<file path="src/hdl/dnss_pkg.sv">
// Shared types and constants for the DNS message section splitter.
package dnss_pkg;

    typedef enum logic [2:0] {
        PH_HEADER   = 3'd0,
        PH_QNAME    = 3'd1,
        PH_QTAIL    = 3'd2,
        PH_AFIXED   = 3'd3,
        PH_ADATA    = 3'd4,
        PH_AUTH     = 3'd5,
        PH_UNPARSED = 3'd6
    } phase_t;

    localparam logic [3:0]  HEADER_LEN       = 4'd12;
    localparam logic [15:0] ANSWER_FIXED_LEN = 16'd12;
    localparam logic [15:0] QUERY_TAIL_LEN   = 16'd4;
    localparam logic [15:0] LENGTH_LOW_MARK  = 16'd2;

    typedef struct packed {
        logic [7:0] data_byte;
        logic       end_of_packet;
    } byte_item_t;

    typedef struct packed {
        logic [2:0]  section;
        logic        record_start;
        logic [15:0] answer_index;
        logic [15:0] transaction_id;
        logic [15:0] flag_bits;
        logic [15:0] question_count;
        logic [15:0] answer_count;
        logic [15:0] authority_count;
        logic [15:0] additional_count;
        logic        header_complete;
        logic        packet_end;
    } result_item_t;

endpackage

</file>
<file path="src/hdl/dnss_parser.sv">
// Parse state and per-byte section tagging logic.
module dnss_parser
    import dnss_pkg::*;
(
    input  logic         clk,
    input  logic         rst_n,
    input  logic         accept,
    input  byte_item_t   item,
    output result_item_t result
);

    phase_t      phase_reg, phase_next;
    logic [3:0]  header_offset_reg, header_offset_next;
    logic [15:0] bytes_left_reg, bytes_left_next;
    logic [15:0] answers_left_reg, answers_left_next;
    logic [7:0]  length_high_reg, length_high_next;
    logic [15:0] answer_number_reg, answer_number_next;
    logic [15:0] id_reg, id_next;
    logic [15:0] flags_reg, flags_next;
    logic [15:0] question_reg, question_next;
    logic [15:0] answer_reg, answer_next;
    logic [15:0] authority_reg, authority_next;
    logic [15:0] additional_reg, additional_next;
    logic        first_reg, first_next;

    logic [2:0]  sec;
    logic        start;
    logic [15:0] idx;
    logic [3:0]  offset_inc;
    logic [15:0] bytes_dec;
    logic [15:0] answers_dec;
    logic [15:0] data_len;
    logic [7:0]  b;

    always_comb
    begin
        b                  = item.data_byte;
        phase_next         = phase_reg;
        header_offset_next = header_offset_reg;
        bytes_left_next    = bytes_left_reg;
        answers_left_next  = answers_left_reg;
        length_high_next   = length_high_reg;
        answer_number_next = answer_number_reg;
        id_next            = id_reg;
        flags_next         = flags_reg;
        question_next      = question_reg;
        answer_next        = answer_reg;
        authority_next     = authority_reg;
        additional_next    = additional_reg;
        first_next         = first_reg;
        sec                = PH_UNPARSED;
        start              = first_reg;
        idx                = '0;
        offset_inc         = header_offset_reg + 4'd1;
        bytes_dec          = bytes_left_reg - 16'd1;
        answers_dec        = answers_left_reg - 16'd1;
        data_len           = '0;

        unique case (phase_reg)
            PH_HEADER:
            begin
                sec   = PH_HEADER;
                start = (header_offset_reg == 4'd0);
                unique case (header_offset_reg[3:1])
                    3'd0:    id_next         = {id_reg[7:0], b};
                    3'd1:    flags_next      = {flags_reg[7:0], b};
                    3'd2:    question_next   = {question_reg[7:0], b};
                    3'd3:    answer_next     = {answer_reg[7:0], b};
                    3'd4:    authority_next  = {authority_reg[7:0], b};
                    default: additional_next = {additional_reg[7:0], b};
                endcase
                header_offset_next = offset_inc;
                first_next         = 1'b0;
                if (offset_inc >= HEADER_LEN)
                begin
                    header_offset_next = HEADER_LEN;
                    first_next         = 1'b1;
                    if (question_next != 16'd0)
                    begin
                        phase_next      = PH_QNAME;
                        bytes_left_next = '0;
                    end
                    else if (answer_next != 16'd0)
                    begin
                        phase_next         = PH_AFIXED;
                        answers_left_next  = answer_next;
                        answer_number_next = '0;
                        bytes_left_next    = ANSWER_FIXED_LEN;
                    end
                    else
                    begin
                        phase_next = (authority_next != 16'd0) ? PH_AUTH : PH_UNPARSED;
                    end
                end
            end
            PH_QNAME:
            begin
                sec        = PH_QNAME;
                first_next = 1'b0;
                if (bytes_left_reg == 16'd0)
                begin
                    if (b == 8'd0)
                    begin
                        phase_next      = PH_QTAIL;
                        bytes_left_next = QUERY_TAIL_LEN;
                        first_next      = 1'b1;
                    end
                    else
                    begin
                        bytes_left_next = {8'd0, b};
                    end
                end
                else
                begin
                    bytes_left_next = bytes_dec;
                end
            end
            PH_QTAIL:
            begin
                sec             = PH_QTAIL;
                first_next      = 1'b0;
                bytes_left_next = bytes_dec;
                if (bytes_dec == 16'd0)
                begin
                    first_next = 1'b1;
                    if (answer_reg != 16'd0)
                    begin
                        phase_next         = PH_AFIXED;
                        answers_left_next  = answer_reg;
                        answer_number_next = '0;
                        bytes_left_next    = ANSWER_FIXED_LEN;
                    end
                    else
                    begin
                        phase_next = (authority_reg != 16'd0) ? PH_AUTH : PH_UNPARSED;
                    end
                end
            end
            PH_AFIXED, PH_ADATA:
            begin
                sec        = (phase_reg == PH_AFIXED) ? PH_AFIXED : PH_ADATA;
                idx        = answer_number_reg;
                first_next = 1'b0;
                if (phase_reg == PH_AFIXED && bytes_left_reg == LENGTH_LOW_MARK)
                    length_high_next = b;
                bytes_left_next = bytes_dec;
                data_len        = {length_high_next, b};
                if (bytes_dec == 16'd0)
                begin
                    first_next = 1'b1;
                    if (phase_reg == PH_AFIXED && data_len != 16'd0)
                    begin
                        // Fixed part done: move on to the record data.
                        phase_next      = PH_ADATA;
                        bytes_left_next = data_len;
                    end
                    else
                    begin
                        // Record done: advance to the next answer or leave.
                        answer_number_next = answer_number_reg + 16'd1;
                        answers_left_next  = answers_dec;
                        if (answers_dec != 16'd0)
                        begin
                            phase_next      = PH_AFIXED;
                            bytes_left_next = ANSWER_FIXED_LEN;
                        end
                        else
                        begin
                            phase_next = (authority_reg != 16'd0) ? PH_AUTH : PH_UNPARSED;
                        end
                    end
                end
            end
            PH_AUTH:
            begin
                sec        = PH_AUTH;
                first_next = 1'b0;
            end
            default:
            begin
                sec        = PH_UNPARSED;
                first_next = 1'b0;
            end
        endcase

        result.section          = sec;
        result.record_start     = start;
        result.answer_index     = idx;
        result.transaction_id   = id_next;
        result.flag_bits        = flags_next;
        result.question_count   = question_next;
        result.answer_count     = answer_next;
        result.authority_count  = authority_next;
        result.additional_count = additional_next;
        result.header_complete  = (header_offset_next >= HEADER_LEN);
        result.packet_end       = item.end_of_packet;
    end

    always_ff @(posedge clk or negedge rst_n)
    begin
        if (!rst_n)
        begin
            phase_reg         <= PH_HEADER;
            header_offset_reg <= '0;
            bytes_left_reg    <= '0;
            answers_left_reg  <= '0;
            length_high_reg   <= '0;
            answer_number_reg <= '0;
            id_reg            <= '0;
            flags_reg         <= '0;
            question_reg      <= '0;
            answer_reg        <= '0;
            authority_reg     <= '0;
            additional_reg    <= '0;
            first_reg         <= 1'b1;
        end
        else if (accept)
        begin
            if (item.end_of_packet)
            begin
                // Last byte: drop all parse state back to the header phase.
                phase_reg         <= PH_HEADER;
                header_offset_reg <= '0;
                bytes_left_reg    <= '0;
                answers_left_reg  <= '0;
                length_high_reg   <= '0;
                answer_number_reg <= '0;
                id_reg            <= '0;
                flags_reg         <= '0;
                question_reg      <= '0;
                answer_reg        <= '0;
                authority_reg     <= '0;
                additional_reg    <= '0;
                first_reg         <= 1'b1;
            end
            else
            begin
                phase_reg         <= phase_next;
                header_offset_reg <= header_offset_next;
                bytes_left_reg    <= bytes_left_next;
                answers_left_reg  <= answers_left_next;
                length_high_reg   <= length_high_next;
                answer_number_reg <= answer_number_next;
                id_reg            <= id_next;
                flags_reg         <= flags_next;
                question_reg      <= question_next;
                answer_reg        <= answer_next;
                authority_reg     <= authority_next;
                additional_reg    <= additional_next;
                first_reg         <= first_next;
            end
        end
    end

    a_header_offset_in_header: assert property (@(posedge clk) disable iff (!rst_n)
        (phase_reg == PH_HEADER) |-> (header_offset_reg < HEADER_LEN))
        else $error("header offset out of range in header phase");

    a_header_done_after_header: assert property (@(posedge clk) disable iff (!rst_n)
        (phase_reg != PH_HEADER) |-> (header_offset_reg == HEADER_LEN))
        else $error("left header phase before twelve bytes");

    a_answers_pending: assert property (@(posedge clk) disable iff (!rst_n)
        (phase_reg == PH_AFIXED || phase_reg == PH_ADATA) |-> (answers_left_reg != 16'd0))
        else $error("answer phase with no answers left");

    a_fixed_len_bound: assert property (@(posedge clk) disable iff (!rst_n)
        (phase_reg == PH_AFIXED) |-> (bytes_left_reg != 16'd0 &&
                                      bytes_left_reg <= ANSWER_FIXED_LEN))
        else $error("answer fixed part count out of range");

endmodule

</file>
<file path="src/hdl/dnss_skid.sv">
// Output register with one skid entry for the result channel.
module dnss_skid
    import dnss_pkg::*;
(
    input  logic         clk,
    input  logic         rst_n,
    input  logic         push,
    input  result_item_t push_item,
    output logic         full,
    output logic         out_valid,
    input  logic         out_stall,
    output result_item_t out_item
);

    logic         main_valid_reg;
    logic         skid_valid_reg;
    result_item_t main_reg;
    result_item_t skid_reg;
    logic         main_free;

    assign main_free = !main_valid_reg || !out_stall;
    assign full      = skid_valid_reg;
    assign out_valid = main_valid_reg;
    assign out_item  = main_reg;

    always_ff @(posedge clk or negedge rst_n)
    begin
        if (!rst_n)
        begin
            main_valid_reg <= 1'b0;
            skid_valid_reg <= 1'b0;
        end
        else if (main_free)
        begin
            // Refill the output from the skid entry first, else from the parser.
            main_valid_reg <= skid_valid_reg || push;
            skid_valid_reg <= 1'b0;
        end
        else if (push)
        begin
            skid_valid_reg <= 1'b1;
        end
    end

    always_ff @(posedge clk)
    begin
        if (main_free)
            main_reg <= skid_valid_reg ? skid_reg : push_item;
        else if (push)
            skid_reg <= push_item;
    end

    a_skid_needs_main: assert property (@(posedge clk) disable iff (!rst_n)
        skid_valid_reg |-> main_valid_reg)
        else $error("skid entry held while output register empty");

    a_no_push_when_full: assert property (@(posedge clk) disable iff (!rst_n)
        skid_valid_reg |-> !push)
        else $error("transaction pushed into full skid stage");

    a_skid_fill_cause: assert property (@(posedge clk) disable iff (!rst_n)
        $rose(skid_valid_reg) |-> $past(main_valid_reg && out_stall && push))
        else $error("skid entry filled without a stalled output");

endmodule

</file>
<file path="src/hdl/dns_message_section_splitter.sv">
// Top level of the DNS message section splitter.
//
//   channel   direction  handshake                    payload
//   byte      in         byte_valid / byte_stall      byte_item   (byte_item_t)
//   result    out        result_valid / result_stall  result_item (result_item_t)
//
// One transaction in gives one transaction out, registered at acceptance.
// With byte_stall low a byte is taken every cycle, updating the parse state.
// Reset (rst_n low) returns the parse to the header phase with all captured
// words zero; a byte with end_of_packet does the same after its result.
// When result_stall holds, one more result lands in the skid entry, after
// which byte_stall rises until the receiver takes the waiting result.
module dns_message_section_splitter
    import dnss_pkg::*;
(
    input  logic         clk,
    input  logic         rst_n,
    input  logic         byte_valid,
    output logic         byte_stall,
    input  byte_item_t   byte_item,
    output logic         result_valid,
    input  logic         result_stall,
    output result_item_t result_item
);

    logic         byte_accept;
    logic         skid_full;
    result_item_t parsed;

    // Stall the input only while the skid entry is occupied.
    assign byte_stall  = skid_full;
    assign byte_accept = byte_valid && !skid_full;

    dnss_parser u_parser (
        .clk    (clk),
        .rst_n  (rst_n),
        .accept (byte_accept),
        .item   (byte_item),
        .result (parsed)
    );

    dnss_skid u_skid (
        .clk       (clk),
        .rst_n     (rst_n),
        .push      (byte_accept),
        .push_item (parsed),
        .full      (skid_full),
        .out_valid (result_valid),
        .out_stall (result_stall),
        .out_item  (result_item)
    );

endmodule

</file>
<file path="config.mk">
export PLATFORM = sky130hd
export DESIGN_NAME = dns_message_section_splitter
export DESIGN_NICKNAME = d
export VERILOG_FILES = /design/src/hdl/dnss_pkg.sv /design/src/hdl/dnss_parser.sv /design/src/hdl/dnss_skid.sv /design/src/hdl/dns_message_section_splitter.sv
export SDC_FILE = /design/constraint.sdc
export NUM_CORES = 1
export LEC_CHECK = 0
export BUFFER_PORTS_ARGS = -buffer_cell sky130_fd_sc_hd__buf_2
export CAP_MARGIN = 5
export CORE_MARGIN = 3
export CORE_UTILIZATION = 35
export DETAILED_ROUTE_END_ITERATION = 6
export GPL_TIMING_DRIVEN = 1
export PLACE_DENSITY = 0.62
export SLEW_MARGIN = 20
export SYNTH_ARGS = -nofsm -noshare
export SYNTH_HDL_FRONTEND = slang
export SYNTH_SLANG_ARGS = --single-unit
</file>
<file path="constraint.sdc">
create_clock -name clk -period 18.5 [get_ports clk]
set_input_delay 5.55 -clock clk [delete_from_list [all_inputs] [get_ports clk]]
set_output_delay 5.55 -clock clk [all_outputs]
set_load 0.1 [all_outputs]
</file>
==> metrics.txt, run 1 <==
# TYPE chip_impl_metric gauge
chip_impl_metric{name="power.total",unit="mW"} 2.88
chip_impl_info{name="cp_common_cell",value="sky130_fd_sc_hd__a21oi_1"} 1
chip_impl_info{name="ys_dominant_reg_cell",value="sky130_fd_sc_hd__edfxtp_1"} 1
chip_impl_metric{name="wire_per_inst",unit="µm"} 21.1
chip_impl_metric{name="netlist_area",unit="mm²"} 0.0179
chip_impl_info{name="clock_tree_from_tritoncts",value="yes"} 1
chip_impl_metric{name="ys_seq_area_share",unit="%"} 62.1
chip_impl_metric{name="vias_in_the_first_global_route",unit=""} 11600
chip_impl_metric{name="finish.instance_area",unit="mm²"} 0.0206
chip_impl_metric{name="final-instance-count-excl-fill",unit=""} 2183
chip_impl_metric{name="layout_worst_path_cycle_share",unit="%"} 43.7
chip_impl_metric{name="antenna_found_initial",unit=""} 0
chip_impl_metric{name="design.core.area",unit="mm²"} 0.0504
chip_impl_metric{name="power_density",unit="mW/mm²"} 140
chip_impl_metric{name="maxSlewHeadroom",unit="%"} 29.1
chip_impl_metric{name="synth_nets",unit=""} 1403
chip_impl_metric{name="synth_async_sr_flop_share",unit="%"} 40.7
chip_impl_metric{name="synthesis.area_per_instance",unit="µm²"} 13.0
chip_impl_info{name="netlist_top_cells_count",value="sky130_fd_sc_hd__edfxtp_1 (236), sky130_fd_sc_hd__mux2_2 (184), sky130_fd_sc_hd__dfrtp_1 (161)"} 1
chip_impl_metric{name="finalWorstSetupSlack",unit="ns"} 10.41
chip_impl_metric{name="synthesis.instances",unit=""} 1381
chip_impl_metric{name="clock_pin_slew_of_the_registers_on_the_worst_case_setup_and_hold_paths",unit="ns"} 0.06
chip_impl_metric{name="yosys.area.top_type_share",unit="%"} 39.5
chip_impl_metric{name="dp_cells",unit=""} 2105
chip_impl_metric{name="fin_crit",unit="ns"} 8.09
chip_impl_metric{name="place_area",unit="mm²"} 0.0192
chip_impl_info{name="worst_path_max_delay_cell",value="sky130_fd_sc_hd__nor4_1"} 1
chip_impl_info{name="synth_top_area_cell",value="sky130_fd_sc_hd__edfxtp_1"} 1
chip_impl_metric{name="report.final.setup_viol",unit=""} 0
chip_impl_metric{name="timing.reg2reg.setup_slack",unit="ns"} 14.42
chip_impl_metric{name="first_pass_grt_wire_length",unit="µm"} 71100
chip_impl_metric{name="post-cts-setup-buffer-count",unit=""} 0
chip_impl_info{name="ctsRootBufferMaster",value="sky130_fd_sc_hd__clkbuf_16"} 1
chip_impl_metric{name="power.static_leakage",unit="nW"} 8.47
chip_impl_metric{name="required",unit="ns"} 18.91
chip_impl_metric{name="first_iter_violations",unit=""} 1098
chip_impl_metric{name="floorplan.rows",unit=""} 82
chip_impl_metric{name="synthToLayoutAreaGrowth",unit="%"} 14.9
chip_impl_info{name="worstHoldPathType",value="register to register"} 1
chip_impl_metric{name="num_io_pins",unit=""} 133
chip_impl_metric{name="dr.pass1.iters",unit=""} 7
chip_impl_info{name="worst_setup_path_end_kind",value="register"} 1
chip_impl_metric{name="setup-tns-final",unit="ns"} 0
chip_impl_metric{name="ys_ff_latch",unit=""} 398
chip_impl_metric{name="worst-endpoint-arrival",unit="ns"} 8.49
chip_impl_metric{name="total_number_of_h_tree_levels",unit=""} 2
chip_impl_metric{name="holdBufCountCts",unit=""} 0
chip_impl_metric{name="drtAntennaViolNets",unit=""} 0
chip_impl_metric{name="routed_via_density",unit=""} 5.54
chip_impl_metric{name="final.hold.worst_slack",unit="ns"} 0.485
chip_impl_metric{name="synth_cell_type_count",unit=""} 71
chip_impl_metric{name="vdd_drop_max",unit="V"} 0.0000624
chip_impl_metric{name="io_buffers",unit=""} 132
chip_impl_metric{name="finalWeightedCongestion",unit=""} 0.912
chip_impl_metric{name="highest_cell_delay_on_the_worst_timing_path",unit="ns"} 0.70
chip_impl_metric{name="drive_above_1_share",unit="%"} 27.4
chip_impl_info{name="violations",value="DRC"} 1
chip_impl_metric{name="post-route-drc-count",unit=""} 1
chip_impl_info{name="critical_path.cell_chain",value="buf_2 -> nor4_1 -> nand4_1 -> a21oi_1 -> a21oi_1 -> nor2_1 -> o21ai_1 -> a21oi_2 -> a31oi_1"} 1
chip_impl_metric{name="finalMaxSlewViolations",unit=""} 0
chip_impl_metric{name="wire_length_after_detailed_routing",unit="µm"} 46100
chip_impl_info{name="setup_repair_after_global_routing_missed_its_margin",value="false"} 1
chip_impl_metric{name="fp.dieW",unit="µm"} 232
chip_impl_metric{name="yosys_warnings",unit=""} 0
chip_impl_metric{name="fin_skew",unit="ns"} 0.0192
chip_impl_metric{name="track_usage",unit="%"} 16.8
chip_impl_metric{name="dr_total_vias",unit=""} 12100
chip_impl_metric{name="floorplan.die.height",unit="µm"} 232
chip_impl_metric{name="cts_made_buffers",unit=""} 42
chip_impl_metric{name="post_cts_resized",unit=""} 0
chip_impl_metric{name="nFillCells",unit=""} 4661
chip_impl_metric{name="globalRoute.totalOverflow",unit=""} 0
chip_impl_info{name="setup.worst_path.start_class",value="input port"} 1
chip_impl_metric{name="tightest_slew",unit="ns"} 1.06
chip_impl_metric{name="ctsLongestPathBuffers",unit=""} 3
chip_impl_metric{name="dp_worst_setup_slack",unit="ns"} 9.47
chip_impl_metric{name="clock.fmax",unit="MHz"} 124
chip_impl_metric{name="final_util",unit="%"} 40.9
chip_impl_metric{name="cp_max_fo",unit=""} 15
chip_impl_metric{name="initial_core_util",unit="%"} 35.6
chip_impl_metric{name="hold_violations",unit=""} 0
chip_impl_metric{name="tritoncts_num_sinks",unit=""} 398
chip_impl_metric{name="number_of_maximum_capacitance_constraint_violations",unit=""} 0
chip_impl_metric{name="dp_hpwl",unit="µm"} 29800
chip_impl_info{name="outcome",value="finished with violations"} 1
chip_impl_metric{name="worstSkewPairLatency",unit="ns"} 0.58
chip_impl_metric{name="fp.dieArea",unit="mm²"} 0.0540
chip_impl_metric{name="synth_enable_flop_cells",unit=""} 236
chip_impl_metric{name="grt_max_degree",unit=""} 98
chip_impl_metric{name="layout.nets",unit=""} 1499
chip_impl_info{name="setup.worst_path.class",value="input port to register"} 1
chip_impl_info{name="most_instantiated_library_cell_after_synthesis",value="sky130_fd_sc_hd__edfxtp_1"} 1
chip_impl_info{name="synth_area_leaders",value="sky130_fd_sc_hd__edfxtp_1 (39%), sky130_fd_sc_hd__dfrtp_1 (22%), sky130_fd_sc_hd__mux2_2 (12%)"} 1
[final cells by class]
class	instances	area, µm²	share of cell area [%]
Clock buffer	54	1120	5.41
Clock inverter	23	260	1.26
Sequential cell	398	11100	54.1
Multi-Input combinational cell	866	6390	31.0
Tap cell	672	841	4.08
Antenna cell	1	2.50	0.0121
Inverter	23	86.3	0.419
Timing Repair Buffer	146	772	3.74
[cell usage in the layout, fill, tap and decap left out, types with 12 or more instances in the layout]
| cell type | instances |
|---|---|
| sky130_fd_sc_hd__nor4_1 | 25 |
| sky130_fd_sc_hd__nand3_1 | 15 |
| sky130_fd_sc_hd__nand2_1 | 97 |
| sky130_fd_sc_hd__a31oi_1 | 19 |
| sky130_fd_sc_hd__dfrtp_1 | 160 |
| sky130_fd_sc_hd__a22oi_1 | 12 |
| sky130_fd_sc_hd__inv_1 | 23 |
| sky130_fd_sc_hd__buf_2 | 131 |
| sky130_fd_sc_hd__or3_1 | 21 |
| sky130_fd_sc_hd__edfxtp_1 | 236 |
| sky130_fd_sc_hd__a22o_1 | 103 |
| sky130_fd_sc_hd__buf_4 | 14 |
| sky130_fd_sc_hd__mux2_2 | 184 |
| sky130_fd_sc_hd__o21ai_0 | 87 |
| sky130_fd_sc_hd__and2_1 | 17 |
| sky130_fd_sc_hd__a21oi_1 | 35 |
| sky130_fd_sc_hd__nor3_1 | 21 |
| sky130_fd_sc_hd__clkbuf_16 | 42 |
| sky130_fd_sc_hd__nor2_1 | 58 |
[worst paths after layout]
kind | from | end | depth (start not counted)
max | byte_item[4] | u_parser.answer_number_reg[9] | 9
min | u_parser.answer_number_reg[15] | u_parser.answer_number_reg[15] | 1
max reg2reg | u_parser.bytes_left_reg[0] | u_parser.answer_number_reg[9] | 10
min reg2reg | u_parser.answer_number_reg[15] | u_parser.answer_number_reg[15] | 1
max in group asynchronous | rst_n | u_parser.answer_number_reg[12] | 2
min in group asynchronous | rst_n | u_parser.question_reg[9] | 1
[worst max-delay path, delay by kind of cell]
kind	cells	cell delay [ns]
AO/OA/AOI/OAI	5	1.59
buffers and inverters	1	0.21
AND/OR/NAND/NOR	3	1.12
[kinds of logic after synthesis]
logic type      count (synthesis)  share of synthesized area, %
flops                         398                          62.1
compound gates                339                          13.4
simple gates                  310                          8.58
mux                           195                          12.2
buf+inv                       117                          2.54
xor+xnor                       13                         0.634
fa+ha+maj                       9                         0.627
[power breakdown]
group          internal, mW  switching [mW]  leakage [nW]  total, mW
logic                 0.243           0.644          3.23      0.887
registers              1.05          0.0888          4.58       1.14
clock network         0.488           0.362         0.666      0.850
[per-layer routing]
layer,part of all wire [%],up-vias,GRT usage [%],routed length [µm]
met3,6.6,72,2.94,3040
li1,-,5482,-,-
met2,45,445,25.4,20900
met4,2.5,0,5.54,1140
met5,0,-,0,0
met1,46,6105,24.6,21000
(Power assumes the default switching activity.)
==> run 2: changes to the inputs <==
Clock period 18.5 ns to 7.95 ns, I/O delays scaled along.
==> metrics.txt, run 2 (synthesis results as in run 1) <==
# TYPE chip_impl_metric gauge
chip_impl_metric{name="total_number_of_h_tree_levels",unit=""} 2
chip_impl_metric{name="ctsLongestPathBuffers",unit=""} 3
chip_impl_metric{name="drtAntennaViolNets",unit=""} 0
chip_impl_metric{name="first_iter_violations",unit=""} 1133
chip_impl_info{name="outcome",value="completed"} 1
chip_impl_metric{name="fp.dieW",unit="µm"} 232
chip_impl_metric{name="multi_input_area",unit="mm²"} 0.00641
chip_impl_info{name="worst_setup_path_end_kind",value="register"} 1
chip_impl_info{name="cp_common_cell",value="sky130_fd_sc_hd__a21oi_1"} 1
chip_impl_metric{name="power.static_leakage",unit="nW"} 8.55
chip_impl_metric{name="dr_total_vias",unit=""} 12000
chip_impl_metric{name="fin_crit",unit="ns"} 5.00
chip_impl_metric{name="post-route-drc-count",unit=""} 0
chip_impl_metric{name="dp_cells",unit=""} 2104
chip_impl_metric{name="layout_worst_path_cycle_share",unit="%"} 62.9
chip_impl_info{name="worst_path_max_delay_cell",value="sky130_fd_sc_hd__nor4_1"} 1
chip_impl_metric{name="power_density",unit="mW/mm²"} 331
chip_impl_metric{name="num_io_pins",unit=""} 133
chip_impl_metric{name="setup-tns-final",unit="ns"} 0
chip_impl_metric{name="layout.nets",unit=""} 1498
chip_impl_info{name="setup_repair_after_global_routing_missed_its_margin",value="false"} 1
chip_impl_metric{name="highest_cell_delay_on_the_worst_timing_path",unit="ns"} 0.76
chip_impl_metric{name="nFillCells",unit=""} 4650
chip_impl_metric{name="worstSkewPairLatency",unit="ns"} 0.58
chip_impl_info{name="worst_setup_path_startpoint",value="byte_item[4]"} 1
chip_impl_metric{name="routed_via_density",unit=""} 5.48
chip_impl_metric{name="tritoncts_num_sinks",unit=""} 398
chip_impl_info{name="hold_start",value="u_parser.answer_number_reg[15]"} 1
chip_impl_metric{name="antenna_found_initial",unit=""} 3
chip_impl_metric{name="number_of_maximum_capacitance_constraint_violations",unit=""} 0
chip_impl_metric{name="required",unit="ns"} 8.35
chip_impl_info{name="clock_tree_from_tritoncts",value="yes"} 1
chip_impl_info{name="layout.cells.most_common_list",value="sky130_fd_sc_hd__edfxtp_1 (236), sky130_fd_sc_hd__mux2_2 (184), sky130_fd_sc_hd__dfrtp_1 (160)"} 1
chip_impl_metric{name="vdd_drop_max",unit="V"} 0.000190
chip_impl_metric{name="initial_core_util",unit="%"} 35.6
chip_impl_metric{name="track_usage",unit="%"} 16.6
chip_impl_metric{name="design.core.area",unit="mm²"} 0.0504
chip_impl_metric{name="vias_in_the_first_global_route",unit=""} 11800
chip_impl_metric{name="num_antenna_cells",unit=""} 0
chip_impl_metric{name="clock_pin_slew_of_the_registers_on_the_worst_case_setup_and_hold_paths",unit="ns"} 0.06
chip_impl_metric{name="wire_per_inst",unit="µm"} 20.7
chip_impl_metric{name="report.final.setup_viol",unit=""} 0
chip_impl_metric{name="path_buf_inv",unit=""} 1
chip_impl_info{name="worstHoldPathType",value="register to register"} 1
chip_impl_metric{name="dp_hpwl",unit="µm"} 29000
chip_impl_metric{name="drive_above_1_share",unit="%"} 27.7
chip_impl_metric{name="cts_made_buffers",unit=""} 42
chip_impl_metric{name="timing.reg2reg.setup_slack",unit="ns"} 3.90
chip_impl_metric{name="hold_violations",unit=""} 0
chip_impl_info{name="r2r_start",value="u_parser.bytes_left_reg[0]"} 1
chip_impl_metric{name="post_cts_resized",unit=""} 0
chip_impl_info{name="cpLargestDelayFamily",value="compound AO/OA/AOI/OAI gates"} 1
chip_impl_metric{name="tightest_slew",unit="ns"} 1.09
chip_impl_metric{name="io_buffers",unit=""} 132
chip_impl_metric{name="floorplan.die.height",unit="µm"} 232
chip_impl_metric{name="holdBufCountCts",unit=""} 0
chip_impl_metric{name="grt_max_degree",unit=""} 101
chip_impl_metric{name="post-cts-setup-buffer-count",unit=""} 0
chip_impl_metric{name="worst-endpoint-arrival",unit="ns"} 5.40
chip_impl_metric{name="fin_skew",unit="ns"} 0.0211
chip_impl_metric{name="globalRoute.totalOverflow",unit=""} 0
chip_impl_info{name="critical_path.cell_chain",value="buf_2 -> nor4_1 -> nand4_1 -> a21oi_1 -> a21oi_1 -> nor2_1 -> o21ai_1 -> a21oi_2 -> a31oi_1"} 1
chip_impl_metric{name="fp.dieArea",unit="mm²"} 0.0540
chip_impl_metric{name="dr.pass1.iters",unit=""} 6
chip_impl_metric{name="first_pass_grt_wire_length",unit="µm"} 70700
chip_impl_metric{name="maxSlewHeadroom",unit="%"} 27.3
chip_impl_metric{name="layout.area.seq",unit="mm²"} 0.0111
chip_impl_metric{name="clock.fmax",unit="MHz"} 200
chip_impl_info{name="setup.worst_path.class",value="input port to register"} 1
chip_impl_info{name="ctsRootBufferMaster",value="sky130_fd_sc_hd__clkbuf_16"} 1
chip_impl_info{name="setup.worst_path.start_class",value="input port"} 1
chip_impl_metric{name="wire_length_after_detailed_routing",unit="µm"} 45300
chip_impl_metric{name="finalMaxSlewViolations",unit=""} 0
chip_impl_metric{name="cp_max_fo",unit=""} 15
chip_impl_info{name="final_common_cell",value="sky130_fd_sc_hd__edfxtp_1"} 1
chip_impl_metric{name="final-instance-count-excl-fill",unit=""} 2182
chip_impl_metric{name="floorplan.rows",unit=""} 82
chip_impl_metric{name="finalWeightedCongestion",unit=""} 0.918
chip_impl_metric{name="synthToLayoutAreaGrowth",unit="%"} 15.7
-- run 2: layout make-up --
class / count / share of cell area [%]
Clock buffer: 55 / 5.60
Clock inverter: 23 / 1.73
Inverter: 23 / 0.416
Multi-Input combinational cell: 866 / 30.9
Sequential cell: 398 / 53.7
Tap cell: 672 / 4.05
Timing Repair Buffer: 145 / 3.68
-- run 2: worst register-to-register path, delay by kind of cell (launching register included) --
kind                     cells  cell delay, ns
adder cells (fa/ha/maj)      1            0.25
buffers and inverters        1            0.17
AND/OR/NAND/NOR              2            1.01
flip-flops                   1            0.42
AO/OA/AOI/OAI                6            2.02
-- run 2: power breakdown --
| part | total (mW) | switching (mW) | leakage (nW) | internal [mW] |
|---|---|---|---|---|
| combinational | 2.03 | 1.47 | 3.23 | 0.565 |
| sequential | 2.66 | 0.212 | 4.58 | 2.45 |
| clock | 2.17 | 0.838 | 0.739 | 1.33 |
| total | 6.87 | 2.52 | 8.55 | 4.35 |
-- run 2: through the flow --
stage                     worst slack (ns)  total power, mW  instance area (µm²)  hold slack, ns  util, %
after floorplan                       1.15             4.30                18000           0.444        -
after global placement                2.32             4.70                19200           0.473     38.2
after detailed placement              2.04             4.72                19200           0.485     38.2
after CTS                             2.63             6.92                20800           0.503     41.2
after global routing                  2.81             7.20                20800           0.514     41.2
final                                 2.95             6.87                20800           0.497     41.2
-- run 2: per-layer routing --
metal | wire length (µm) | track usage [%] | vias up
met5 | 20 | 0 | -
met4 | 1010 | 4.87 | 4
met3 | 2790 | 3.31 | 77
met2 | 20700 | 25.8 | 375
met1 | 20700 | 23.6 | 6020
li1 | - | - | 5474
-- run 2: final timing paths --
path / to / cells after the start
min reg2reg: u_parser.answer_number_reg[15] / 1
max reg2reg: u_parser.answer_number_reg[13] / 10
min: u_parser.answer_number_reg[15] / 1
min in group asynchronous: u_parser.question_reg[14] / 1
max: u_parser.answer_number_reg[13] / 9
max in group asynchronous: u_skid.full / 2
